<file path="src/assert_macros.svh">
// assertion macros shared by the bridge modules
`ifndef ASSERT_MACROS_SVH
`define ASSERT_MACROS_SVH
`ifndef SYNTHESIS
// property must hold at every rising clock edge outside reset
`define ARPR_ASSERT(lbl, clk, rstn, prop) \
	lbl: assert property (@(posedge clk) disable iff (!rstn) (prop)) \
		else $error("arpr assertion failed");
// expression must never be true outside reset
`define ARPR_ASSERT_NEVER(lbl, clk, rstn, expr) \
	lbl: assert property (@(posedge clk) disable iff (!rstn) !(expr)) \
		else $error("arpr forbidden condition seen");
`else
`define ARPR_ASSERT(lbl, clk, rstn, prop)
`define ARPR_ASSERT_NEVER(lbl, clk, rstn, expr)
`endif
`endif

</file>
<file path="src/arpr_pkg.sv">
package arpr_pkg;

	// ethertypes
	localparam logic [15:0] ET_ARP  = 16'h0806;
	localparam logic [15:0] ET_IPV6 = 16'h86DD;
	localparam logic [15:0] ET_IPV4 = 16'h0800;

	// guest frame layout
	localparam int unsigned POS_W = 6;
	localparam logic [POS_W-1:0] POS_MAX      = 6'd63;
	localparam logic [POS_W-1:0] POS_ET_HI    = 6'd12;
	localparam logic [POS_W-1:0] POS_ET_LO    = 6'd13;
	localparam logic [POS_W-1:0] POS_PAYLOAD  = 6'd14;
	localparam logic [POS_W-1:0] POS_ARP_LAST = 6'd41;

	// back end expansion indices
	localparam logic [POS_W-1:0] HDR_LAST_IDX = 6'd14;
	localparam logic [POS_W-1:0] ARP_LAST_IDX = 6'd41;

	// configuration register indices and reset values
	localparam logic [1:0] CFG_GUEST_ADDR = 2'd0;
	localparam logic [1:0] CFG_GW_ADDR    = 2'd1;
	localparam logic [1:0] CFG_HOST_IP    = 2'd2;
	localparam logic [47:0] GUEST_ADDR_RST = 48'h0;
	localparam logic [47:0] GW_ADDR_RST    = 48'h525400ABCDEF;
	localparam logic [31:0] HOST_IP_RST    = 32'hC0A86401;

	// command kinds passed from front to back
	localparam logic [1:0] CMD_HOST_BYTE  = 2'd0;
	localparam logic [1:0] CMD_GUEST_BYTE = 2'd1;
	localparam logic [1:0] CMD_GUEST_HDR  = 2'd2;
	localparam logic [1:0] CMD_ARP_REPLY  = 2'd3;

	typedef struct packed {
		logic       direction;
		logic [7:0] data_byte;
		logic       last;
	} in_item_t;

	typedef struct packed {
		logic [7:0] out_byte;
		logic       to_guest;
		logic       out_last;
	} out_item_t;

	typedef struct packed {
		logic [1:0]  index;
		logic [47:0] wdata;
	} cfg_wr_t;

	typedef struct packed {
		logic [47:0] guest_addr;
		logic [47:0] gw_addr;
		logic [31:0] host_ip;
	} cfg_regs_t;

	typedef struct packed {
		logic [1:0]  kind;
		logic [7:0]  data_byte;
		logic        last;
		logic        ipv6;
		logic [47:0] peer_mac;
		logic [31:0] peer_ip;
	} cmd_t;

	// byte of a mac address, most significant first
	function automatic logic [7:0] mac_byte(input logic [47:0] mac, input logic [2:0] sel);
		logic [7:0] r;
		case (sel)
			3'd0:    r = mac[47:40];
			3'd1:    r = mac[39:32];
			3'd2:    r = mac[31:24];
			3'd3:    r = mac[23:16];
			3'd4:    r = mac[15:8];
			default: r = mac[7:0];
		endcase
		return r;
	endfunction

	// byte of an ipv4 address, most significant first
	function automatic logic [7:0] ip_byte(input logic [31:0] ip, input logic [1:0] sel);
		logic [7:0] r;
		case (sel)
			2'd0:    r = ip[31:24];
			2'd1:    r = ip[23:16];
			2'd2:    r = ip[15:8];
			default: r = ip[7:0];
		endcase
		return r;
	endfunction

	// fixed middle of an arp reply: ethertype, htype, ptype, hlen, plen, opcode
	function automatic logic [7:0] arp_fixed_byte(input logic [3:0] sel);
		logic [7:0] r;
		case (sel)
			4'd0:    r = 8'h08;
			4'd1:    r = 8'h06;
			4'd2:    r = 8'h00;
			4'd3:    r = 8'h01;
			4'd4:    r = 8'h08;
			4'd5:    r = 8'h00;
			4'd6:    r = 8'h06;
			4'd7:    r = 8'h04;
			4'd8:    r = 8'h00;
			4'd9:    r = 8'h02;
			default: r = 8'h00;
		endcase
		return r;
	endfunction

endpackage

</file>
<file path="src/arpr_ifs.sv">
// input byte channel
interface arpr_in_if;
	logic               valid;
	logic               ready;
	arpr_pkg::in_item_t data;
	modport source(output valid, output data, input ready);
	modport sink(input valid, input data, output ready);
endinterface

// output byte channel
interface arpr_out_if;
	logic                valid;
	logic                ready;
	arpr_pkg::out_item_t data;
	modport source(output valid, output data, input ready);
	modport sink(input valid, input data, output ready);
endinterface

// configuration write channel
interface arpr_cfg_if;
	logic              valid;
	logic              ready;
	arpr_pkg::cfg_wr_t data;
	modport source(output valid, output data, input ready);
	modport sink(input valid, input data, output ready);
endinterface

</file>
<file path="src/ethernet_to_ip_bridge_arp_responder_core.sv">
// Ethernet to raw IP bridge with ARP responder.
// in_ch carries one byte per item with a direction bit: guest Ethernet bytes
// (direction 0) or host raw IP bytes (direction 1), last on the final byte.
// out_ch carries one byte per item with to_guest and out_last.
// cfg_ch writes the guest MAC (index 0), the gateway MAC (1) and host_ip (2);
// other indices are taken and ignored. cfg_ch is always ready.
// The first result passes through the command queue and the output register
// before out_ch.valid rises.
// Throughput: one input byte per cycle when each byte makes at most one
// output byte and out_ch is not stalled. The output port emits one byte per
// cycle while out_ch.ready is high, so a packet's first host byte expands
// to 15 bytes (14 header bytes plus the byte) and an ARP reply to 42 bytes;
// the command queue between the classifier and the byte generator (QUEUE_DEPTH
// entries) absorbs the input while these expand; in_ch.ready drops when full.
// Reset clears the frame position, captured fields, packet state and queue,
// and loads the register reset values; no clearing pass is needed.
// When the receiver stalls, the output register holds its item, the queue
// fills and then the input is held off; nothing is lost.
module ethernet_to_ip_bridge_arp_responder_core #(
	parameter int unsigned QUEUE_DEPTH = 4
) (
	input  logic       clk,
	input  logic       arst_n,
	arpr_in_if.sink    in_ch,
	arpr_out_if.source out_ch,
	arpr_cfg_if.sink   cfg_ch
);

	arpr_pkg::cfg_regs_t cfg_q;
	logic                in_accept;
	logic                q_push;
	logic                q_full;
	logic                q_pop;
	logic                q_valid;
	arpr_pkg::cmd_t      push_cmd;
	arpr_pkg::cmd_t      head_cmd;

	// configuration registers
	assign cfg_ch.ready = 1'b1;

	always_ff @(posedge clk or negedge arst_n) begin
		if (!arst_n) begin
			cfg_q.guest_addr <= arpr_pkg::GUEST_ADDR_RST;
			cfg_q.gw_addr    <= arpr_pkg::GW_ADDR_RST;
			cfg_q.host_ip    <= arpr_pkg::HOST_IP_RST;
		end else if (cfg_ch.valid) begin
			case (cfg_ch.data.index)
				arpr_pkg::CFG_GUEST_ADDR: cfg_q.guest_addr <= cfg_ch.data.wdata;
				arpr_pkg::CFG_GW_ADDR:    cfg_q.gw_addr    <= cfg_ch.data.wdata;
				arpr_pkg::CFG_HOST_IP:    cfg_q.host_ip    <= cfg_ch.data.wdata[31:0];
				default: ;
			endcase
		end
	end

	// input side
	assign in_ch.ready = !q_full;
	assign in_accept   = in_ch.valid && !q_full;

	arpr_front u_front (
		.clk     (clk),
		.arst_n  (arst_n),
		.accept  (in_accept),
		.item    (in_ch.data),
		.host_ip (cfg_q.host_ip),
		.push    (q_push),
		.cmd     (push_cmd)
	);

	arpr_queue #(
		.DEPTH (QUEUE_DEPTH)
	) u_queue (
		.clk        (clk),
		.arst_n     (arst_n),
		.push       (q_push),
		.push_cmd   (push_cmd),
		.full       (q_full),
		.pop        (q_pop),
		.head_valid (q_valid),
		.head_cmd   (head_cmd)
	);

	arpr_back u_back (
		.clk       (clk),
		.arst_n    (arst_n),
		.cfg       (cfg_q),
		.cmd_valid (q_valid),
		.cmd       (head_cmd),
		.pop       (q_pop),
		.out_valid (out_ch.valid),
		.out_item  (out_ch.data),
		.out_ready (out_ch.ready)
	);

endmodule

</file>
<file path="src/arpr_queue.sv">
`include "assert_macros.svh"

module arpr_queue #(
	parameter int unsigned DEPTH = 4
) (
	input  logic           clk,
	input  logic           arst_n,
	input  logic           push,
	input  arpr_pkg::cmd_t push_cmd,
	output logic           full,
	input  logic           pop,
	output logic           head_valid,
	output arpr_pkg::cmd_t head_cmd
);

	localparam int unsigned PTR_W = (DEPTH > 1) ? $clog2(DEPTH) : 1;
	localparam int unsigned CNT_W = $clog2(DEPTH + 1);
	localparam logic [PTR_W-1:0] PTR_LAST = PTR_W'(DEPTH - 1);
	localparam logic [CNT_W-1:0] CNT_FULL = CNT_W'(DEPTH);

	arpr_pkg::cmd_t   slot_q [DEPTH];
	logic [PTR_W-1:0] wr_ptr_q;
	logic [PTR_W-1:0] rd_ptr_q;
	logic [CNT_W-1:0] count_q;

	assign full       = (count_q == CNT_FULL);
	assign head_valid = (count_q != '0);
	assign head_cmd   = slot_q[rd_ptr_q];

	// storage
	always_ff @(posedge clk) begin
		if (push) begin
			slot_q[wr_ptr_q] <= push_cmd;
		end
	end

	// pointers and fill count
	always_ff @(posedge clk or negedge arst_n) begin
		if (!arst_n) begin
			wr_ptr_q <= '0;
			rd_ptr_q <= '0;
			count_q  <= '0;
		end else begin
			if (push) begin
				wr_ptr_q <= (wr_ptr_q == PTR_LAST) ? '0 : wr_ptr_q + 1'b1;
			end
			if (pop) begin
				rd_ptr_q <= (rd_ptr_q == PTR_LAST) ? '0 : rd_ptr_q + 1'b1;
			end
			if (push && !pop) begin
				count_q <= count_q + 1'b1;
			end else if (pop && !push) begin
				count_q <= count_q - 1'b1;
			end
		end
	end

	`ARPR_ASSERT(a_q_count_bound, clk, arst_n, count_q <= CNT_FULL)
	`ARPR_ASSERT_NEVER(a_q_overflow, clk, arst_n, push && full && !pop)
	`ARPR_ASSERT_NEVER(a_q_underflow, clk, arst_n, pop && !head_valid)

endmodule

</file>
<file path="src/arpr_front.sv">
module arpr_front (
	input  logic               clk,
	input  logic               arst_n,
	input  logic               accept,
	input  arpr_pkg::in_item_t item,
	input  logic [31:0]        host_ip,
	output logic               push,
	output arpr_pkg::cmd_t     cmd
);

	logic [arpr_pkg::POS_W-1:0] pos_q;
	logic [15:0] ethertype_q;
	logic [15:0] opcode_q;
	logic [47:0] peer_mac_q;
	logic [31:0] peer_ip_q;
	logic [31:0] target_ip_q;
	logic        rx_in_packet_q;

	logic [15:0] ethertype_n;
	logic [15:0] opcode_n;
	logic [47:0] peer_mac_n;
	logic [31:0] peer_ip_n;
	logic [31:0] target_ip_n;
	logic        ipv4_fwd;
	logic        arp_reply;
	logic [7:0]  b;

	assign b = item.data_byte;

	// capture of header and arp fields by byte position
	always_comb begin
		ethertype_n = ethertype_q;
		opcode_n    = opcode_q;
		peer_mac_n  = peer_mac_q;
		peer_ip_n   = peer_ip_q;
		target_ip_n = target_ip_q;
		if (pos_q == arpr_pkg::POS_ET_HI) begin
			ethertype_n = {b, ethertype_q[7:0]};
		end else if (pos_q == arpr_pkg::POS_ET_LO) begin
			ethertype_n = {ethertype_q[15:8], b};
		end else if (pos_q inside {[6'd20:6'd21]}) begin
			opcode_n = {opcode_q[7:0], b};
		end else if (pos_q inside {[6'd22:6'd27]}) begin
			peer_mac_n = {peer_mac_q[39:0], b};
		end else if (pos_q inside {[6'd28:6'd31]}) begin
			peer_ip_n = {peer_ip_q[23:0], b};
		end else if (pos_q inside {[6'd38:6'd41]}) begin
			target_ip_n = {target_ip_q[23:0], b};
		end
	end

	// classification of guest bytes
	assign ipv4_fwd  = (pos_q >= arpr_pkg::POS_PAYLOAD) && (ethertype_n == arpr_pkg::ET_IPV4);
	assign arp_reply = item.last && (pos_q >= arpr_pkg::POS_ARP_LAST)
		&& (ethertype_n == arpr_pkg::ET_ARP) && (opcode_n == 16'd1)
		&& (target_ip_n == host_ip);

	// command to the back end
	always_comb begin
		cmd.data_byte = b;
		cmd.last      = item.last;
		cmd.ipv6      = (b[7:4] == 4'd6);
		cmd.peer_mac  = peer_mac_n;
		cmd.peer_ip   = peer_ip_n;
		if (item.direction) begin
			cmd.kind = rx_in_packet_q ? arpr_pkg::CMD_GUEST_BYTE : arpr_pkg::CMD_GUEST_HDR;
		end else if (arp_reply) begin
			cmd.kind = arpr_pkg::CMD_ARP_REPLY;
		end else begin
			cmd.kind = arpr_pkg::CMD_HOST_BYTE;
		end
	end

	assign push = accept && (item.direction || ipv4_fwd || arp_reply);

	// guest position and captured fields
	always_ff @(posedge clk or negedge arst_n) begin
		if (!arst_n) begin
			pos_q          <= '0;
			ethertype_q    <= '0;
			opcode_q       <= '0;
			peer_mac_q     <= '0;
			peer_ip_q      <= '0;
			target_ip_q    <= '0;
			rx_in_packet_q <= 1'b0;
		end else if (accept) begin
			if (item.direction) begin
				rx_in_packet_q <= !item.last;
			end else begin
				ethertype_q <= ethertype_n;
				opcode_q    <= opcode_n;
				peer_mac_q  <= peer_mac_n;
				peer_ip_q   <= peer_ip_n;
				target_ip_q <= target_ip_n;
				if (item.last) begin
					pos_q <= '0;
				end else if (pos_q != arpr_pkg::POS_MAX) begin
					pos_q <= pos_q + 1'b1;
				end
			end
		end
	end

endmodule

</file>
<file path="src/arpr_back.sv">
`include "assert_macros.svh"

module arpr_back (
	input  logic                clk,
	input  logic                arst_n,
	input  arpr_pkg::cfg_regs_t cfg,
	input  logic                cmd_valid,
	input  arpr_pkg::cmd_t      cmd,
	output logic                pop,
	output logic                out_valid,
	output arpr_pkg::out_item_t out_item,
	input  logic                out_ready
);

	logic [arpr_pkg::POS_W-1:0] idx_q;
	logic                       out_valid_q;
	arpr_pkg::out_item_t        out_item_q;

	logic [arpr_pkg::POS_W-1:0] last_idx;
	logic                       at_end;
	logic                       load;
	arpr_pkg::out_item_t        gen;
	logic [arpr_pkg::POS_W-1:0] rel6;
	logic [arpr_pkg::POS_W-1:0] rel12;
	logic [arpr_pkg::POS_W-1:0] rel22;
	logic [arpr_pkg::POS_W-1:0] rel28;
	logic [arpr_pkg::POS_W-1:0] rel32;
	logic [arpr_pkg::POS_W-1:0] rel38;

	// index of the final byte of the current command
	always_comb begin
		case (cmd.kind)
			arpr_pkg::CMD_GUEST_HDR: last_idx = arpr_pkg::HDR_LAST_IDX;
			arpr_pkg::CMD_ARP_REPLY: last_idx = arpr_pkg::ARP_LAST_IDX;
			default:                 last_idx = '0;
		endcase
	end

	assign at_end = (idx_q == last_idx);
	assign load   = cmd_valid && (!out_valid_q || out_ready);
	assign pop    = load && at_end;

	assign rel6  = idx_q - 6'd6;
	assign rel12 = idx_q - 6'd12;
	assign rel22 = idx_q - 6'd22;
	assign rel28 = idx_q - 6'd28;
	assign rel32 = idx_q - 6'd32;
	assign rel38 = idx_q - 6'd38;

	// byte generator
	always_comb begin
		gen.out_byte = cmd.data_byte;
		gen.to_guest = 1'b1;
		gen.out_last = 1'b0;
		case (cmd.kind)
			arpr_pkg::CMD_HOST_BYTE: begin
				gen.to_guest = 1'b0;
				gen.out_last = cmd.last;
			end
			arpr_pkg::CMD_GUEST_BYTE: begin
				gen.out_last = cmd.last;
			end
			arpr_pkg::CMD_GUEST_HDR: begin
				if (idx_q < 6'd6) begin
					gen.out_byte = arpr_pkg::mac_byte(cfg.guest_addr, idx_q[2:0]);
				end else if (idx_q < 6'd12) begin
					gen.out_byte = arpr_pkg::mac_byte(cfg.gw_addr, rel6[2:0]);
				end else if (idx_q == 6'd12) begin
					gen.out_byte = cmd.ipv6 ? arpr_pkg::ET_IPV6[15:8] : arpr_pkg::ET_IPV4[15:8];
				end else if (idx_q == 6'd13) begin
					gen.out_byte = cmd.ipv6 ? arpr_pkg::ET_IPV6[7:0] : arpr_pkg::ET_IPV4[7:0];
				end else begin
					gen.out_last = cmd.last;
				end
			end
			default: begin
				// arp reply frame
				if (idx_q < 6'd6) begin
					gen.out_byte = arpr_pkg::mac_byte(cmd.peer_mac, idx_q[2:0]);
				end else if (idx_q < 6'd12) begin
					gen.out_byte = arpr_pkg::mac_byte(cfg.gw_addr, rel6[2:0]);
				end else if (idx_q < 6'd22) begin
					gen.out_byte = arpr_pkg::arp_fixed_byte(rel12[3:0]);
				end else if (idx_q < 6'd28) begin
					gen.out_byte = arpr_pkg::mac_byte(cfg.gw_addr, rel22[2:0]);
				end else if (idx_q < 6'd32) begin
					gen.out_byte = arpr_pkg::ip_byte(cfg.host_ip, rel28[1:0]);
				end else if (idx_q < 6'd38) begin
					gen.out_byte = arpr_pkg::mac_byte(cmd.peer_mac, rel32[2:0]);
				end else begin
					gen.out_byte = arpr_pkg::ip_byte(cmd.peer_ip, rel38[1:0]);
					gen.out_last = at_end;
				end
			end
		endcase
	end

	// expansion counter and output valid
	always_ff @(posedge clk or negedge arst_n) begin
		if (!arst_n) begin
			idx_q       <= '0;
			out_valid_q <= 1'b0;
		end else begin
			if (load) begin
				idx_q       <= at_end ? '0 : idx_q + 1'b1;
				out_valid_q <= 1'b1;
			end else if (out_ready) begin
				out_valid_q <= 1'b0;
			end
		end
	end

	// output payload register
	always_ff @(posedge clk) begin
		if (load) begin
			out_item_q <= gen;
		end
	end

	assign out_valid = out_valid_q;
	assign out_item  = out_item_q;

	`ARPR_ASSERT(a_idx_idle, clk, arst_n, !cmd_valid |-> idx_q == '0)
	`ARPR_ASSERT(a_idx_range, clk, arst_n, idx_q <= arpr_pkg::ARP_LAST_IDX)
	`ARPR_ASSERT(a_single_byte_cmd, clk, arst_n, (cmd_valid && last_idx == '0) |-> idx_q == '0)

endmodule

</file>
<file path="src/flat_wrapper.sv">
// flat-port wrapper written by rule: the top's interface ports become plain ports
module ethernet_to_ip_bridge_arp_responder_core_flat 
#(
	parameter int unsigned QUEUE_DEPTH = 4
)
  (clk, arst_n, in_ch_valid, in_ch_data, in_ch_ready, out_ch_valid, out_ch_data, out_ch_ready, cfg_ch_valid, cfg_ch_data, cfg_ch_ready);
  arpr_in_if in_ch_i ();
  arpr_out_if out_ch_i ();
  arpr_cfg_if cfg_ch_i ();
  input  logic clk;
  input  logic arst_n;
  input wire logic [$bits(in_ch_i.valid)-1:0] in_ch_valid;
  input wire logic [$bits(in_ch_i.data)-1:0] in_ch_data;
  output wire logic [$bits(in_ch_i.ready)-1:0] in_ch_ready;
  output wire logic [$bits(out_ch_i.valid)-1:0] out_ch_valid;
  output wire logic [$bits(out_ch_i.data)-1:0] out_ch_data;
  input wire logic [$bits(out_ch_i.ready)-1:0] out_ch_ready;
  input wire logic [$bits(cfg_ch_i.valid)-1:0] cfg_ch_valid;
  input wire logic [$bits(cfg_ch_i.data)-1:0] cfg_ch_data;
  output wire logic [$bits(cfg_ch_i.ready)-1:0] cfg_ch_ready;
  assign in_ch_i.valid = in_ch_valid;
  assign in_ch_i.data = in_ch_data;
  assign in_ch_ready = in_ch_i.ready;
  assign out_ch_valid = out_ch_i.valid;
  assign out_ch_data = out_ch_i.data;
  assign out_ch_i.ready = out_ch_ready;
  assign cfg_ch_i.valid = cfg_ch_valid;
  assign cfg_ch_i.data = cfg_ch_data;
  assign cfg_ch_ready = cfg_ch_i.ready;
  ethernet_to_ip_bridge_arp_responder_core #(.QUEUE_DEPTH(QUEUE_DEPTH)) u_core (.clk(clk), .arst_n(arst_n), .in_ch(in_ch_i), .out_ch(out_ch_i), .cfg_ch(cfg_ch_i));
endmodule
</file>
<file path="config.mk">
export PLATFORM = sky130hd
export DESIGN_NAME = ethernet_to_ip_bridge_arp_responder_core_flat
export DESIGN_NICKNAME = d
export VERILOG_FILES = /design/src/arpr_pkg.sv /design/src/arpr_ifs.sv /design/src/ethernet_to_ip_bridge_arp_responder_core.sv /design/src/arpr_queue.sv /design/src/arpr_front.sv /design/src/arpr_back.sv /design/src/flat_wrapper.sv
export VERILOG_INCLUDE_DIRS = /design/src /design/src/src
export SDC_FILE = /design/constraint.sdc
export NUM_CORES = 1
export LEC_CHECK = 0
export BUFFER_PORTS_ARGS = -buffer_cell sky130_fd_sc_hd__buf_2
export CAP_MARGIN = 20
export CORE_ASPECT_RATIO = 1.4
export CORE_MARGIN = 2
export CORE_UTILIZATION = 26
export CTS_CLUSTER_DIAMETER = 100
export DETAILED_ROUTE_END_ITERATION = 7
export GPL_TIMING_DRIVEN = 1
export PLACE_DENSITY_LB_ADDON = 0.05
export SYNTH_ARGS = -nofsm -noshare
export SYNTH_HDL_FRONTEND = slang
export SYNTH_HIERARCHICAL = 1
export SYNTH_SLANG_ARGS = --single-unit
</file>
<file path="constraint.sdc">
create_clock -name clk -period 7.6 [get_ports clk]
set_clock_uncertainty 0.1 [all_clocks]
set_input_delay 0.38 -clock clk [delete_from_list [all_inputs] [get_ports clk]]
set_output_delay 0.38 -clock clk [all_outputs]
set_load 0.005 [all_outputs]
</file>
==> results of run 1 <==
==> worst max path at each step <==
stage                                        from                            to  slack [ns]  depth (start not counted)
after detailed placement  u_core/u_front/pos_q[1]  u_core/u_queue/slot_q[3][29]        2.20                         12
after global placement    u_core/u_front/pos_q[1]  u_core/u_queue/slot_q[3][21]        2.22                         12
after global routing      u_core/u_front/pos_q[1]  u_core/u_queue/slot_q[3][26]        1.88                         12
after CTS                 u_core/u_front/pos_q[1]  u_core/u_queue/slot_q[3][27]        2.14                         12
after floorplan           u_core/u_front/pos_q[1]   u_core/u_queue/slot_q[2][0]        2.04                         12
final                     u_core/u_front/pos_q[1]  u_core/u_queue/slot_q[3][23]        2.20                         12
==> cell families after synthesis <==
kind of cell             Yosys count  synth area share (%)
AO/OA/AOI/OAI                    305                  7.40
XOR/XNOR                          17                 0.491
adder cells (fa/ha/maj)           22                 0.933
buffers and inverters            171                  3.06
flip-flops                       671                  61.8
multiplexers                     375                  17.3
other                              1                0.0124
AND/OR/NAND/NOR                  573                  9.00
==> registers in the layout (all words and copies together) (netlist names), 6 cells and up <==
register,flops
u_core/u_front/peer_mac_q,48
u_core/u_back/idx_q,6
u_core/u_front/ethertype_q,16
u_core/cfg_q,128
u_core/u_queue/slot_q,368
u_core/u_front/peer_ip_q,32
u_core/u_front/pos_q,6
u_core/u_front/opcode_q,16
u_core/u_back/out_item,10
u_core/u_front/target_ip_q,32
==> report_power, final <==
part,switching (mW),internal [mW]
Sequential,0.391,4.33
Combinational,2.24,1.29
Clock,1.57,2.00
Total,4.20,7.62
==> cells in the final DEF (no fill, tap or decap), types with 8 or more instances in the layout <==
cell,synthesis,final
mux2i_1,8,8
mux2_1,21,21
dlygate4sd3_1,0,51
mux2_2,253,253
dfstp_2,32,32
ha_1,21,18
o21ai_0,52,52
and2_1,15,11
nor3_1,13,13
dfrtp_1,261,259
a211oi_1,19,19
a22oi_1,25,25
buf_4,22,27
buf_2,33,75
clkinv_1,2,17
o22ai_1,11,11
nand4_1,21,21
a31oi_1,12,12
edfxtp_1,378,378
and3_1,11,11
xor2_1,10,10
clkbuf_1,53,18
a222oi_1,31,31
clkinv_2,0,15
nand2_1,307,304
nand2b_1,45,45
nand3_1,31,31
mux4_2,92,92
a221oi_1,11,11
o211ai_1,9,9
a21oi_1,50,50
inv_1,32,32
clkbuf_16,0,77
nor2b_1,15,14
nor4_1,19,19
nor2_1,47,46
o2111ai_1,8,8
==> routing by layer <==
metal	wire [um]	part of all wire, %	global-route usage [%]	up-vias
met5	8	0.0080	0	-
met4	2530	2.5	5.46	2
met2	52200	53	30.3	414
met3	3430	3.4	2.08	110
met1	41300	41	20.2	9802
li1	-	-	-	8356
==> through the flow <==
step	std cells	total power [mW]	setup slack (ns)	hold WS, ns
2_1_floorplan	2135	6.87	2.04	-0.0156
3_3_place_gp	3607	8.41	2.22	0.352
3_5_place_dp	3607	8.41	2.20	0.358
4_1_cts	3800	12.1	2.14	0.00317
5_1_grt	3800	12.4	1.88	0.0326
6_report	3800	11.8	2.20	0.0537
==> repair_timing <==
action | 4_1_cts | 5_1_grt
hold endpoints to repair | 221 | 0
hold buffers | 51 | 0
resized for setup | 0 | 0
buffers inserted | 0 | 0
==> final cells by class <==
cell class	count	area [um2]	area share [%]
flip-flops and latches	671	18700	53.4
multi-input cells	1293	10700	30.6
clock buffers	100	2060	5.88
well taps	1500	1880	5.35
repair buffers	160	1220	3.49
clock inverters	42	337	0.960
inverters	34	128	0.364
==> flow_summary.ini, run 1 <==
[global_routing]
grt_max_degree = 142
grt_first_pass_wirelength_um = 145000
grt_pass1_vias = 19800
antenna_found_initial = 4
grt-ovfl-total = 0
grtUsageTotal_pct = 16.6

[min_path]
hp-start = in_ch_data[0]
hold_path_class = primary input to register
hold_depth = 2
whs_endpoint = u_core/u_front/rx_in_packet_q

[place]
dp_hpwl_um = 64100
placed_area_mm2 = 0.0322
portBuffers = 76
gp_congestion = 0.868

[sta]
finalHoldViolations = 0
finalCritPeriodShare_pct = 71.0
period_needed_ns = 5.40
rsz0062_at_grt = no
relSlewSlack_pct = 26.9
fmax_mhz = 185
tns_ns = 0
finalMaxSlewViolations = 0
setup_viol = 0
worstMarginPinSlew_ns = 1.10

[final_layout]
stdcell_area_mm2 = 0.0351
drive_gt1_share_pct = 27.5
fillCellCount = 11600
utilization_pct = 30.3
antennaDiodeCount = 0
nets = 2323
area_delta_synth_final_pct = 15.7

[clocking]
htreeDepth = 3
cts_buffers = 76
root_buffer = clkbuf_16
path_clk_slew_ns = 0.06
tritoncts = done
clock_path_buffers = 3
clkSinkCount = 671
insertion_delay_ns = 0.66

[critical_path]
crit_arrival_ns = 5.62
start_kind = register
rrSetupSlack_ns = 2.20
timing.critical_path.required_ns = 7.82
crit_path_end_kind = register
worst_path_dominant_cell_family = simple AND/OR/NAND/NOR gates
r2r-start = u_core/u_front/pos_q[1]
r2r_end = u_core/u_queue/slot_q[3][23]
worst-path-buf-inv = 3
crit_type = register to register
cpPeakStageDelay_ns = 0.82
crit_fanout = 56
rr_worst_depth = 12
path_cells = inv_1 > ha_1 > or2_1 > a22o_1 > nand2_2 > or4_1 > a211oi_1 > nand4_1 > o31ai_1 > buf_4 > and2_4 > buf_12
slowest_stage = and2_4

[detailed_routing]
via_per_inst = 4.92
drtIter0Drc = 1203
drt_wl_total_um = 99400
vias = 18700
drtAntennaViolNets = 0
dr.pass1.iters = 6
wl_per_cell_um = 26.2
drc = 0

[yosys]
synth_largest_area_cell = edfxtp_1
yosysUniqueCellTypes = 94
syn_inst = 2135
async_flop_share_pct = 43.7
synth.top_cells.by_area = edfxtp_1, dfrtp_1, mux2_2, mux4_2, nand2_1
ys.warnings.count = 6
synth-seq-cells = 671
ys_seq_area_share_pct = 61.8
synth.cells.most_frequent = edfxtp_1, nand2_1, dfrtp_1
synth-edff-count = 378
synth_ff_type = edfxtp_1
syn-num-nets = 2222
yosysTopAreaCellShare_pct = 37.4
syn_avg_cell_area_um2 = 14.2
yosysMostFrequentCell = edfxtp_1
synth_area_mm2 = 0.0303

[floorplan]
start_util_pct = 26.1
die_h_um = 408
fp.dieW_um = 293
core_area_mm2 = 0.116
die_area_mm2 = 0.119
ioPinCount = 78
placementRows = 148

[power]
peakVddDrop_v = 0.000182
power.density_mw_per_mm2 = 337
p_leak_nw = 13.4

[status]
status = finished, final reports clean

[job]
drv_cap = 0
Note: power is estimated with default switching activity, not from simulation.
==> run 2: changes to the inputs <==
==> constraint.sdc (replaced) <==
create_clock -name clk -period 4.45 [get_ports clk]
set_clock_uncertainty 0.1 [all_clocks]
set_input_delay 0.2225 -clock clk [delete_from_list [all_inputs] [get_ports clk]]
set_output_delay 0.2225 -clock clk [all_outputs]
set_load 0.005 [all_outputs]
==> flow_summary.ini, run 2 (same netlist as run 1, synthesis figures left out) <==
[detailed_routing]
vias = 18900
dr.pass1.iters = 6
wl_per_cell_um = 25.9
drtIter0Drc = 1349
drc = 0
via_per_inst = 4.88
drtAntennaViolNets = 0
drt_wl_total_um = 100000

[final_layout]
area_delta_synth_final_pct = 18.9
drive_gt1_share_pct = 30.0
antennaDiodeCount = 0
utilization_pct = 31.1
fin_cells = 3875
stdcell_area_mm2 = 0.0360
layout_commonest_cell = edfxtp_1
nets = 2398
largest_reg_flops = 368
top_register = u_core/u_queue/slot_q
final_cell_mix = edfxtp_1, nand2_1, dfrtp_1
reg_top3 = u_core/u_queue/slot_q (368), u_core/cfg_q (128), u_core/u_front/peer_mac_q (48)

[floorplan]
placementRows = 148
fp.dieW_um = 293
ioPinCount = 78
die_h_um = 408
core_area_mm2 = 0.116
start_util_pct = 26.1
die_area_mm2 = 0.119

[sta]
finalCritPeriodShare_pct = 93.7
rsz0062_at_grt = no
worstMarginPinSlew_ns = 1.03
fmax_mhz = 240
finalMaxSlewViolations = 0
period_needed_ns = 4.17
tns_ns = 0
setup_viol = 0
relSlewSlack_pct = 31.2
finalHoldViolations = 0

[global_routing]
use_met3_pct = 1.85
grt_pass1_vias = 20100
grt_use_met2_pct = 30.9
grt_max_degree = 91
grtUsageTotal_pct = 16.8
grt_first_pass_wirelength_um = 146000
antenna_found_initial = 1
met1_usage_pct = 19.7
grt-ovfl-total = 0
busiest_layer = met2

[clocking]
path_clk_slew_ns = 0.06
clkSinkCount = 671
root_buffer = clkbuf_16
clock_path_buffers = 3
htreeDepth = 3
insertion_delay_ns = 0.65
post_cts_buffers = 0
cts_buffers = 76
tritoncts = done

[critical_path]
start_kind = register
timing.critical_path.required_ns = 4.69
crit_path_end_kind = register
crit_type = register to register
crit_fanout = 26
crit_arrival_ns = 4.41

[place]
placed_cells = 3673
dp_hpwl_um = 68000
gp_congestion = 0.868
portBuffers = 76
placed_area_mm2 = 0.0328

[job]
drv_cap = 0

[power]
power.density_mw_per_mm2 = 582
p_leak_nw = 13.9
power_mw = 21.0
peakVddDrop_v = 0.000277

[status]
status = finished, final reports clean

[min_path]
hold_path_class = primary input to asynchronous set/reset pin
run 2: cell types whose count changed in the layout (fill, tap and decap cells not counted), moves of 3 or more:
cell and change:
buf_4 +52, buf_12 +14, clkinv_1 -11, dlygate4sd3_1 +9, clkbuf_8 +7, bufinv_16 +4, clkbuf_16 +4, clkbuf_1 -3
clkinv_4 -3, clkinvlp_4 +3
run 2: final timing paths:
| path | start | end | slack, ns | cells after the start |
|---|---|---|---|---|
| max reg2reg | u_core/u_front/pos_q[0] | u_core/u_queue/slot_q[1][63] | 0.28 | 12 |
| max | u_core/u_front/pos_q[0] | u_core/u_queue/slot_q[1][63] | 0.28 | 12 |
| min | arst_n | u_core/u_front/opcode_q[12] | 0.05 | 2 |
| min reg2reg | u_core/u_front/peer_mac_q[47] | u_core/u_front/peer_mac_q[47] | 0.37 | 2 |
| min in group clk | in_ch_data[5] | u_core/u_queue/slot_q[0][86] | 0.05 | 2 |
| max in group asynchronous | arst_n | u_core/cfg_q[43] | 3.10 | 3 |
run 2: critical path, stage by stage (launching register included):
cell and delay [ns]:
dfrtp_1 0.43, inv_1 0.11, ha_1 0.16, or2_1 0.16, a22o_1 0.39, nand2_2 0.21, or4_1 0.58, a211oi_1 0.24
nand4_1 0.14, o31ai_2 0.40, buf_4 0.25, and2_4 0.37, buf_12 0.26
run 2: power breakdown:
group | internal, mW | total (mW) | switching (mW)
logic | 2.49 | 6.54 | 4.05
registers | 7.39 | 7.91 | 0.522
clock network | 3.89 | 6.54 | 2.65
total | 13.8 | 21.0 | 7.22
run 2: per-stage QoR:
step           hold slack, ns  setup WS (ns)
2_1_floorplan          -0.173         -0.128
4_1_cts               0.00527         0.0451
6_report               0.0471          0.279
3_3_place_gp            0.179         0.0732
3_5_place_dp            0.181         0.0513
5_1_grt                0.0259         0.0288
run 2: final cells by class:
type	instances	area [um2]
timing repair buffer	235	1980
inverter	34	128
clock buffer	108	2250
clock inverter	34	357
sequential	671	18700
multi-input combinational	1293	10700
tap	1500	1880
fill	11500	79900
run 2: timing repair:
item	CTS	global route
endpoints found under the hold margin	237	0
endpoints found under the setup margin	0	338
hold buffers	60	0
resized for setup	0	2
run 2: per-layer routing:
metal / wire length [um] / vias to the layer above
li1: - / 8466
met1: 40400 / 9913
met5: 0 / -
met2: 53600 / 387
met3: 2790 / 136
met4: 3530 / 0
